--- src/itf_pkg.sv ---
package itf_pkg;

    localparam int VALUE_WIDTH_DEF = 64;
    localparam int MAX_PAD_DEF     = 62;
    localparam int VALUE_PORT_W    = 64;
    localparam int PAD_W           = 6;
    localparam int CHAR_W          = 8;
    localparam int HEX_RADIX       = 16;
    localparam int DIGIT_W         = $clog2(HEX_RADIX);

    localparam logic [CHAR_W-1:0] CHAR_ZERO    = 8'h30;
    localparam logic [CHAR_W-1:0] CHAR_UPPER_A = 8'h41;
    localparam logic [CHAR_W-1:0] CHAR_LOWER_A = 8'h61;
    localparam logic [CHAR_W-1:0] CHAR_MINUS   = 8'h2d;
    localparam logic [CHAR_W-1:0] CHAR_SPACE   = 8'h20;

    localparam logic [DIGIT_W-1:0] DEC_RADIX = 4'd10;
    // shift-and-add-3 correction for binary to BCD
    localparam logic [DIGIT_W-1:0] DD_THRESH = 4'd5;
    localparam logic [DIGIT_W-1:0] DD_ADJ    = 4'd3;

    typedef struct packed {
        logic             negative;
        logic             upper;
        logic             zero_pad;
        logic [PAD_W-1:0] pad;
    } fmt_t;

    typedef struct packed {
        logic               done;
        logic [DIGIT_W-1:0] digit;
    } conv_stat_t;

    // digit slots needed for the larger of decimal and hex renderings
    function automatic int ndigits(input int vw);
        int dec_n;
        int hex_n;
        dec_n = (vw * 78) / 256 + 1;
        hex_n = (vw + 3) / 4;
        return (dec_n > hex_n) ? dec_n : hex_n;
    endfunction

    function automatic logic [CHAR_W-1:0] digit_char(input logic [DIGIT_W-1:0] d,
                                                     input logic upper);
        logic [DIGIT_W-1:0] off;
        off = d - DEC_RADIX;
        if (d < DEC_RADIX) begin
            return CHAR_ZERO + CHAR_W'(d);
        end
        return (upper ? CHAR_UPPER_A : CHAR_LOWER_A) + CHAR_W'(off);
    endfunction

endpackage

--- src/itf_conv.sv ---
module itf_conv #(
    parameter int VALUE_WIDTH = itf_pkg::VALUE_WIDTH_DEF,
    localparam int NDIG = itf_pkg::ndigits(VALUE_WIDTH),
    localparam int NDW  = $clog2(NDIG + 1)
) (
    input  logic                   aclk,
    input  logic                   aresetn,
    input  logic                   start,
    input  logic                   hex,
    input  logic [VALUE_WIDTH-1:0] mag,
    input  logic                   pop,
    output itf_pkg::conv_stat_t    stat,
    output logic [NDW-1:0]         ndig
);
    import itf_pkg::*;

    localparam int BW    = $clog2(VALUE_WIDTH + 1);
    localparam int BCD_W = NDIG * DIGIT_W;

    localparam logic [1:0] ST_IDLE  = 2'd0;
    localparam logic [1:0] ST_CONV  = 2'd1;
    localparam logic [1:0] ST_STRIP = 2'd2;
    localparam logic [1:0] ST_DONE  = 2'd3;

    logic [1:0]             state_reg, state_next;
    logic [VALUE_WIDTH-1:0] mag_reg, mag_next;
    logic                   hex_reg, hex_next;
    logic [BCD_W-1:0]       bcd_reg, bcd_next;
    logic [BW-1:0]          bit_cnt_reg, bit_cnt_next;
    logic [NDW-1:0]         dig_cnt_reg, dig_cnt_next;
    logic [BCD_W-1:0]       adj;
    logic [DIGIT_W-1:0]     top_digit;

    assign top_digit = bcd_reg[BCD_W-1 -: DIGIT_W];

    // per-digit add-3 lanes; hex passes bits straight through
    always_comb begin
        for (int i = 0; i < NDIG; i++) begin
            if (!hex_reg && (bcd_reg[i*DIGIT_W +: DIGIT_W] >= DD_THRESH)) begin
                adj[i*DIGIT_W +: DIGIT_W] = bcd_reg[i*DIGIT_W +: DIGIT_W] + DD_ADJ;
            end else begin
                adj[i*DIGIT_W +: DIGIT_W] = bcd_reg[i*DIGIT_W +: DIGIT_W];
            end
        end
    end

    always_comb begin
        state_next   = state_reg;
        mag_next     = mag_reg;
        hex_next     = hex_reg;
        bcd_next     = bcd_reg;
        bit_cnt_next = bit_cnt_reg;
        dig_cnt_next = dig_cnt_reg;
        case (state_reg)
            ST_IDLE: begin
            end
            ST_CONV: begin
                // shift one magnitude bit into the digit register
                bcd_next     = {adj[BCD_W-2:0], mag_reg[VALUE_WIDTH-1]};
                mag_next     = mag_reg << 1;
                bit_cnt_next = bit_cnt_reg - 1'b1;
                if (bit_cnt_reg == BW'(1)) begin
                    state_next   = ST_STRIP;
                    dig_cnt_next = NDW'(NDIG);
                end
            end
            ST_STRIP: begin
                // drop leading zeros, keep at least one digit
                if ((top_digit == '0) && (dig_cnt_reg > NDW'(1))) begin
                    bcd_next     = bcd_reg << DIGIT_W;
                    dig_cnt_next = dig_cnt_reg - 1'b1;
                end else begin
                    state_next = ST_DONE;
                end
            end
            ST_DONE: begin
                if (pop) begin
                    bcd_next = bcd_reg << DIGIT_W;
                end
            end
            default: begin
                state_next = ST_IDLE;
            end
        endcase
        if (start) begin
            state_next   = ST_CONV;
            mag_next     = mag;
            hex_next     = hex;
            bcd_next     = '0;
            bit_cnt_next = BW'(VALUE_WIDTH);
        end
    end

    always_ff @(posedge aclk) begin
        if (!aresetn) begin
            state_reg <= ST_IDLE;
        end else begin
            state_reg <= state_next;
        end
    end

    always_ff @(posedge aclk) begin
        mag_reg     <= mag_next;
        hex_reg     <= hex_next;
        bcd_reg     <= bcd_next;
        bit_cnt_reg <= bit_cnt_next;
        dig_cnt_reg <= dig_cnt_next;
    end

    assign stat.done  = (state_reg == ST_DONE);
    assign stat.digit = top_digit;
    assign ndig       = dig_cnt_reg;

    a_done_has_digit: assert property (@(posedge aclk) disable iff (!aresetn)
        stat.done |-> (dig_cnt_reg != '0))
        else $error("conversion finished with no digits");

    a_conv_to_strip: assert property (@(posedge aclk) disable iff (!aresetn)
        (state_reg == ST_CONV && bit_cnt_reg == BW'(1) && !start) |=>
        (state_reg == ST_STRIP))
        else $error("last conversion bit did not move to zero strip");

endmodule

--- src/itf_emit.sv ---
module itf_emit #(
    parameter int VALUE_WIDTH = itf_pkg::VALUE_WIDTH_DEF,
    localparam int NDIG = itf_pkg::ndigits(VALUE_WIDTH),
    localparam int NDW  = $clog2(NDIG + 1)
) (
    input  logic                          aclk,
    input  logic                          aresetn,
    input  logic                          start,
    input  itf_pkg::fmt_t                 fmt,
    input  itf_pkg::conv_stat_t           stat,
    input  logic [NDW-1:0]                ndig,
    output logic                          pop,
    output logic                          finish,
    output logic                          m_valid,
    input  logic                          m_ready,
    output logic [itf_pkg::CHAR_W-1:0]    m_ascii_char,
    output logic                          m_last
);
    import itf_pkg::*;

    localparam int CMP_W = ((PAD_W > NDW) ? PAD_W : NDW) + 1;

    localparam logic [2:0] E_IDLE = 3'd0;
    localparam logic [2:0] E_WAIT = 3'd1;
    localparam logic [2:0] E_SIGN = 3'd2;
    localparam logic [2:0] E_PAD  = 3'd3;
    localparam logic [2:0] E_DIG  = 3'd4;

    logic [2:0]        state_reg, state_next;
    logic [PAD_W-1:0]  pad_cnt_reg, pad_cnt_next;
    logic [NDW-1:0]    dig_cnt_reg, dig_cnt_next;
    logic              m_valid_reg, m_valid_next;
    logic [CHAR_W-1:0] char_reg, char_next;
    logic              last_reg, last_next;
    logic              load;
    logic [CMP_W-1:0]  pad_ext, nd_ext, pad_diff;
    logic [PAD_W-1:0]  pad_left;

    assign load     = !m_valid_reg || m_ready;
    assign pad_ext  = CMP_W'(fmt.pad);
    assign nd_ext   = CMP_W'(ndig);
    assign pad_diff = (pad_ext > nd_ext) ? (pad_ext - nd_ext) : '0;
    assign pad_left = pad_diff[PAD_W-1:0];

    always_comb begin
        state_next   = state_reg;
        pad_cnt_next = pad_cnt_reg;
        dig_cnt_next = dig_cnt_reg;
        m_valid_next = m_valid_reg && !m_ready;
        char_next    = char_reg;
        last_next    = last_reg;
        pop          = 1'b0;
        finish       = 1'b0;
        case (state_reg)
            E_IDLE: begin
                if (start) begin
                    state_next = E_WAIT;
                end
            end
            E_WAIT: begin
                if (stat.done) begin
                    pad_cnt_next = pad_left;
                    dig_cnt_next = ndig;
                    if (fmt.negative) begin
                        state_next = E_SIGN;
                    end else if (pad_left != '0) begin
                        state_next = E_PAD;
                    end else begin
                        state_next = E_DIG;
                    end
                end
            end
            E_SIGN: begin
                if (load) begin
                    m_valid_next = 1'b1;
                    char_next    = CHAR_MINUS;
                    last_next    = 1'b0;
                    state_next   = (pad_cnt_reg != '0) ? E_PAD : E_DIG;
                end
            end
            E_PAD: begin
                if (load) begin
                    m_valid_next = 1'b1;
                    char_next    = fmt.zero_pad ? CHAR_ZERO : CHAR_SPACE;
                    last_next    = 1'b0;
                    pad_cnt_next = pad_cnt_reg - 1'b1;
                    if (pad_cnt_reg == PAD_W'(1)) begin
                        state_next = E_DIG;
                    end
                end
            end
            E_DIG: begin
                if (load) begin
                    m_valid_next = 1'b1;
                    char_next    = digit_char(stat.digit, fmt.upper);
                    last_next    = (dig_cnt_reg == NDW'(1));
                    pop          = 1'b1;
                    dig_cnt_next = dig_cnt_reg - 1'b1;
                    if (dig_cnt_reg == NDW'(1)) begin
                        finish     = 1'b1;
                        state_next = E_IDLE;
                    end
                end
            end
            default: begin
                state_next = E_IDLE;
            end
        endcase
    end

    always_ff @(posedge aclk) begin
        if (!aresetn) begin
            state_reg   <= E_IDLE;
            m_valid_reg <= 1'b0;
        end else begin
            state_reg   <= state_next;
            m_valid_reg <= m_valid_next;
        end
    end

    always_ff @(posedge aclk) begin
        pad_cnt_reg <= pad_cnt_next;
        dig_cnt_reg <= dig_cnt_next;
        char_reg    <= char_next;
        last_reg    <= last_next;
    end

    assign m_valid      = m_valid_reg;
    assign m_ascii_char = char_reg;
    assign m_last       = last_reg;

    a_finish_marks_last: assert property (@(posedge aclk) disable iff (!aresetn)
        finish |=> (m_valid && m_last))
        else $error("final digit beat not flagged last");

    a_pop_needs_digits: assert property (@(posedge aclk) disable iff (!aresetn)
        pop |-> stat.done)
        else $error("digit taken before conversion finished");

    a_sign_only_negative: assert property (@(posedge aclk) disable iff (!aresetn)
        (state_reg == E_SIGN) |-> fmt.negative)
        else $error("sign emitted for non-negative operand");

endmodule

--- src/integer_to_ascii_formatter.sv ---
// Conversion is bit-serial, one magnitude bit per cycle into the digit shift
// register, followed by a leading-zero strip; then one character per cycle
// while the sink is ready. A new number is accepted only after the last digit
// of the previous one has been loaded into the output register (s_ready is
// low while busy); NDIG is 20 at 64 bits.
// Reset (aresetn, synchronous, active low) clears control state only.
module integer_to_ascii_formatter #(
    parameter int VALUE_WIDTH = itf_pkg::VALUE_WIDTH_DEF,
    parameter int MAX_PAD     = itf_pkg::MAX_PAD_DEF,
    localparam int NDIG = itf_pkg::ndigits(VALUE_WIDTH),
    localparam int NDW  = $clog2(NDIG + 1)
) (
    input  logic                             aclk,
    input  logic                             aresetn,
    input  logic                             s_valid,
    output logic                             s_ready,
    input  logic [itf_pkg::VALUE_PORT_W-1:0] s_value,
    input  logic                             s_is_signed,
    input  logic                             s_base_hex,
    input  logic                             s_hex_upper,
    input  logic [itf_pkg::PAD_W-1:0]        s_pad_width,
    input  logic                             s_zero_pad,
    output logic                             m_valid,
    input  logic                             m_ready,
    output logic [itf_pkg::CHAR_W-1:0]       m_ascii_char,
    output logic                             m_last
);
    import itf_pkg::*;

    logic                   busy_reg, busy_next;
    fmt_t                   fmt_reg, fmt_next;
    logic                   accept;
    logic [VALUE_WIDTH-1:0] raw;
    logic [VALUE_WIDTH-1:0] mag;
    logic                   negative;
    logic [PAD_W-1:0]       pad_sat;
    conv_stat_t             stat;
    logic [NDW-1:0]         ndig;
    logic                   pop;
    logic                   finish;

    assign s_ready  = !busy_reg;
    assign accept   = s_valid && s_ready;
    assign raw      = s_value[VALUE_WIDTH-1:0];
    assign negative = s_is_signed && raw[VALUE_WIDTH-1];
    assign mag      = negative ? ('0 - raw) : raw;
    assign pad_sat  = (s_pad_width > PAD_W'(MAX_PAD)) ? PAD_W'(MAX_PAD) : s_pad_width;

    always_comb begin
        busy_next = busy_reg;
        fmt_next  = fmt_reg;
        if (finish) begin
            busy_next = 1'b0;
        end
        if (accept) begin
            busy_next         = 1'b1;
            fmt_next.negative = negative;
            fmt_next.upper    = s_hex_upper;
            fmt_next.zero_pad = s_zero_pad;
            fmt_next.pad      = pad_sat;
        end
    end

    always_ff @(posedge aclk) begin
        if (!aresetn) begin
            busy_reg <= 1'b0;
        end else begin
            busy_reg <= busy_next;
        end
    end

    always_ff @(posedge aclk) begin
        fmt_reg <= fmt_next;
    end

    itf_conv #(
        .VALUE_WIDTH (VALUE_WIDTH)
    ) u_conv (
        .aclk    (aclk),
        .aresetn (aresetn),
        .start   (accept),
        .hex     (s_base_hex),
        .mag     (mag),
        .pop     (pop),
        .stat    (stat),
        .ndig    (ndig)
    );

    itf_emit #(
        .VALUE_WIDTH (VALUE_WIDTH)
    ) u_emit (
        .aclk         (aclk),
        .aresetn      (aresetn),
        .start        (accept),
        .fmt          (fmt_reg),
        .stat         (stat),
        .ndig         (ndig),
        .pop          (pop),
        .finish       (finish),
        .m_valid      (m_valid),
        .m_ready      (m_ready),
        .m_ascii_char (m_ascii_char),
        .m_last       (m_last)
    );

endmodule

--- config.mk ---
export PLATFORM = sky130hd
export DESIGN_NAME = integer_to_ascii_formatter
export DESIGN_NICKNAME = d
export VERILOG_FILES = /design/src/itf_pkg.sv /design/src/itf_conv.sv /design/src/itf_emit.sv /design/src/integer_to_ascii_formatter.sv
export SDC_FILE = /design/constraint.sdc
export NUM_CORES = 1
export LEC_CHECK = 0
export BUFFER_PORTS_ARGS = -buffer_cell sky130_fd_sc_hd__buf_2
export CAP_MARGIN = 20
export CORE_MARGIN = 2
export CORE_UTILIZATION = 45
export DETAILED_ROUTE_END_ITERATION = 10
export PLACE_DENSITY_LB_ADDON = 0.15
export SLEW_MARGIN = 20
export SYNTH_ARGS = -nofsm -noshare
export SYNTH_HDL_FRONTEND = slang
export SYNTH_HIERARCHICAL = 1
export SYNTH_SLANG_ARGS = --single-unit
--- constraint.sdc ---
create_clock -name aclk -period 3.4 [get_ports aclk]
set_clock_uncertainty 0.2 [all_clocks]
set_input_delay 0.51 -clock aclk [delete_from_list [all_inputs] [get_ports aclk]]
set_output_delay 0.51 -clock aclk [all_outputs]
set_load 0.05 [all_outputs]
==> run_results.csv <==
group,metric,value,unit
sta,rsz0062_at_grt,"false",
cts,h-tree-depth,4,
route,drc_errors,0,
route,drt_pass1_iterations,5,
synth,synth_top_family_by_area,"compound AO/OA/AOI/OAI gates",
cts,hold_buffers,0,
floorplan,fp.dieArea,30100,um^2
route,via_count,10400,
synth,synth_commonest_cells,"a21oi_1 (110), nor2_1 (104), edfxtp_1 (98)",
finish,diodes,0,
sta,max_slew.worst_pin.slew,0.790,ns
critical_path,crit_chain,"buf_2, or4_4, or4b_4, nor4_4, a31oi_1, xor2_1, mux2_2",
synth,ys_ff_latch,192,
finish,nets,1605,
critical_path,worstSetupStartpointType,"input pin",
synth,synth_mux_area_share,7.36,%
synth,post-synth-top-count-cell,"a21oi_1",
synth,synthXorXnorAreaFrac,5.49,%
floorplan,io_pins,89,
synth,synth-compound-area-share,20.2,%
synth,synthCells,1425,
power,power.leakage,5.27,nW
critical_path,crit_path_max_incr_delay,0.57,ns
route,wl_per_cell,15.2,um
synth,synth.distinct_cells,71,
sta,fmax,359,MHz
placed_design,port_buffers,87,
worst_hold_path,hold_path_class,"input pin to flop",
global_route,grt-ovfl-total,0,
synth,synthArstFlopShare,0,%
synth,ys_top_cells_by_area,"edfxtp_1 (23%), dfxtp_1 (15%), ha_1 (5.8%)",
sta,period_minus_slack,2.79,ns
global_route,antenna_found_initial,0,
cts,post-cts-setup-buffers,0,
route,ant_nets,0,
sta,setup_violations,0,
finish,num-fill-cells,2684,
global_route,grt_max_degree,122,
sta,final.setup.tns,0,ns
synth,synthAdderAreaFrac,5.96,%
sta,slew-limit-headroom,46.9,%
synth,ys_seq_area_share,37.3,%
power,vdd_ir_drop_max,0.331,mV
synth,ys.flop_type,"edfxtp_1",
critical_path,critical_path.top_delay_family,"simple AND/OR/NAND/NOR gates",
cts,cts_resized,0,
cts,cts_sinks,192,
power,pwr_density_cell,579,nW/um^2
critical_path,cp-end-kind,"flop",
placed_design,gp_congestion,0.838,
critical_path,timing.critical_path.buf_inv,1,
critical_path,worst-setup-path-type,"input pin to flop",
synth,syn_avg_cell_area,9.07,um^2
synth,synth_top_area_cell,"edfxtp_1",
finish,area_delta_synth_final,11.5,%
floorplan,die-height,173,um
synth,synth_warnings,6,
synth,synth_top_area_share,22.8,%
route,via_per_inst,5.59,
cts,cts.clk_slew.worst_paths,0.08,ns
critical_path,cp.arrival,2.79,ns
synth,netlist_area,12900,um^2
sta,slew_violations,0,
synth,synth_edf_count,98,
cts,cts_buffers,17,
cts,clkLatencyLatePin,0.44,ns
sta,final.period_utilization,82.0,%
finish,largest_reg_flops,80,
global_route,grt_pass1_vias,9788,
route,drt_iter0_drc,893,
cts,clockBufferDepth,2,
cts,clock-root-buffer,"clkbuf_16",
run,cap_violations,0,
route,wirelength,28300,um
global_route,track_usage,18.8,%
sta,hold_viol_final,0,
cts,cts_tree,"built",
critical_path,cp.required,3.40,ns
placed_design,hpwl,18300,um
critical_path,worstPathMaxFanout,6,
critical_path,worst_path_max_delay_cell,"or4b_4",
floorplan,dieWidth,173,um
outcome,status,"completed",
global_route,grt_pass1_wl,47800,um
floorplan,std_cell_rows,62,
finish,drive_above_1_share,16.6,%
synth,yosys.area_share.simple,17.8,%
synth,synthesis.nets,1564,
floorplan,initial_utilization,45.4,%
power,power,0.00834,W
finish,utilization,50.6,%
floorplan,fp.coreArea,28500,um^2
-- placed cells by master (no fill, tap or decap), types with 4 or more instances in the layout --
master / synthesis / final
ha_1: 60 / 60
nand3_1: 49 / 49
buf_12: 0 / 9
o41ai_1: 4 / 4
nor2_1: 104 / 103
nor2b_1: 30 / 29
clkbuf_16: 0 / 18
o211ai_1: 19 / 19
nor4b_1: 5 / 5
a31oi_1: 18 / 18
o21ai_0: 94 / 94
a21oi_1: 110 / 110
or3_1: 6 / 6
a211oi_1: 23 / 23
xor2_1: 50 / 50
nor4_1: 8 / 8
and3_1: 6 / 6
nand2_1: 68 / 68
dfxtp_1: 94 / 94
edfxtp_1: 98 / 98
mux2_2: 64 / 64
xnor2_1: 31 / 31
o22ai_1: 7 / 7
nor3b_1: 23 / 23
nor3_1: 44 / 44
inv_6: 0 / 4
a211o_1: 37 / 37
buf_4: 6 / 17
o31ai_1: 6 / 6
o32ai_1: 22 / 22
a221oi_2: 18 / 18
mux2i_1: 23 / 23
a41oi_1: 5 / 5
buf_2: 17 / 87
nand2b_1: 63 / 63
inv_1: 92 / 92
-- worst paths after layout --
path                                            from                                  to  slack, ns  cells after the start
setup / recovery                         s_value[44]        u_conv/mag_reg[52]$_DFFE_PP_       0.61                      7
setup reg to reg        u_conv/ndig[0]$_SDFFCE_PP0P_    u_emit/state_reg[0]$_SDFFE_PN0P_       0.65                      8
hold reg to reg   u_conv/bit_cnt_reg[1]$_SDFFE_PP0P_  u_conv/bit_cnt_reg[1]$_SDFFE_PP0P_       0.30                      2
hold / removal                           s_hex_upper                fmt_reg[7]$_DFFE_PP_       0.05                      1
-- routing by layer --
metal  global-route usage [%]  up-vias  share of wire, %  wire (um)
li1                         -     5251                 -          -
met1                     26.2     4952                49      14000
met2                     30.7      195                46      13000
met3                     2.68       18               3.4        964
met4                     5.26        0               1.0        286
met5                        0        -                 0          0
-- area by class of cell --
| class | instances | area [um^2] | share of cell area, % |
|---|---|---|---|
| Clock buffer | 19 | 454 | 3.15 |
| Multi-Input combinational cell | 1049 | 7370 | 51.1 |
| Sequential cell | 192 | 4820 | 33.5 |
| Tap cell | 384 | 480 | 3.33 |
| Inverter | 93 | 349 | 2.42 |
| Clock inverter | 13 | 190 | 1.32 |
| Timing Repair Buffer | 113 | 743 | 5.16 |
-- worst register-to-register path, cell delays in order, from the launching register on --
cell and delay (ns):
edfxtp_1 0.49, ha_1 0.21, inv_1 0.05, fa_1 0.40
xor2_1 0.20, nor4b_1 0.26, mux2i_1 0.12, o32ai_1 0.52
o22ai_1 0.16
-- cells by family after synthesis --
kind of cell | Yosys count
other | 1
AND/OR/NAND/NOR | 434
flip-flops | 192
buffers and inverters | 184
adder cells (fa/ha/maj) | 61
AO/OA/AOI/OAI | 385
XOR/XNOR | 81
multiplexers | 87
-- metrics by stage --
stage | cells | area [um^2] | setup slack [ns] | hold slack [ns]
after CTS | 1863 | 14400 | 0.624 | 0.0283
after global routing | 1863 | 14400 | 0.453 | 0.0382
after global placement | 1831 | 13800 | 0.187 | 0.287
after floorplan | 1425 | 12900 | 0.0105 | 0.269
final | 1863 | 14400 | 0.611 | 0.0466
after detailed placement | 1831 | 13800 | 0.150 | 0.289
-- power breakdown --
group | internal [W] | switching, W | leakage (nW)
Combinational | 0.00119 | 0.00160 | 3.26
Clock | 0.00123 | 0.000983 | 0.309
Sequential | 0.00295 | 0.000385 | 1.70
No activity file was read; power rests on OpenSTA's default activity.
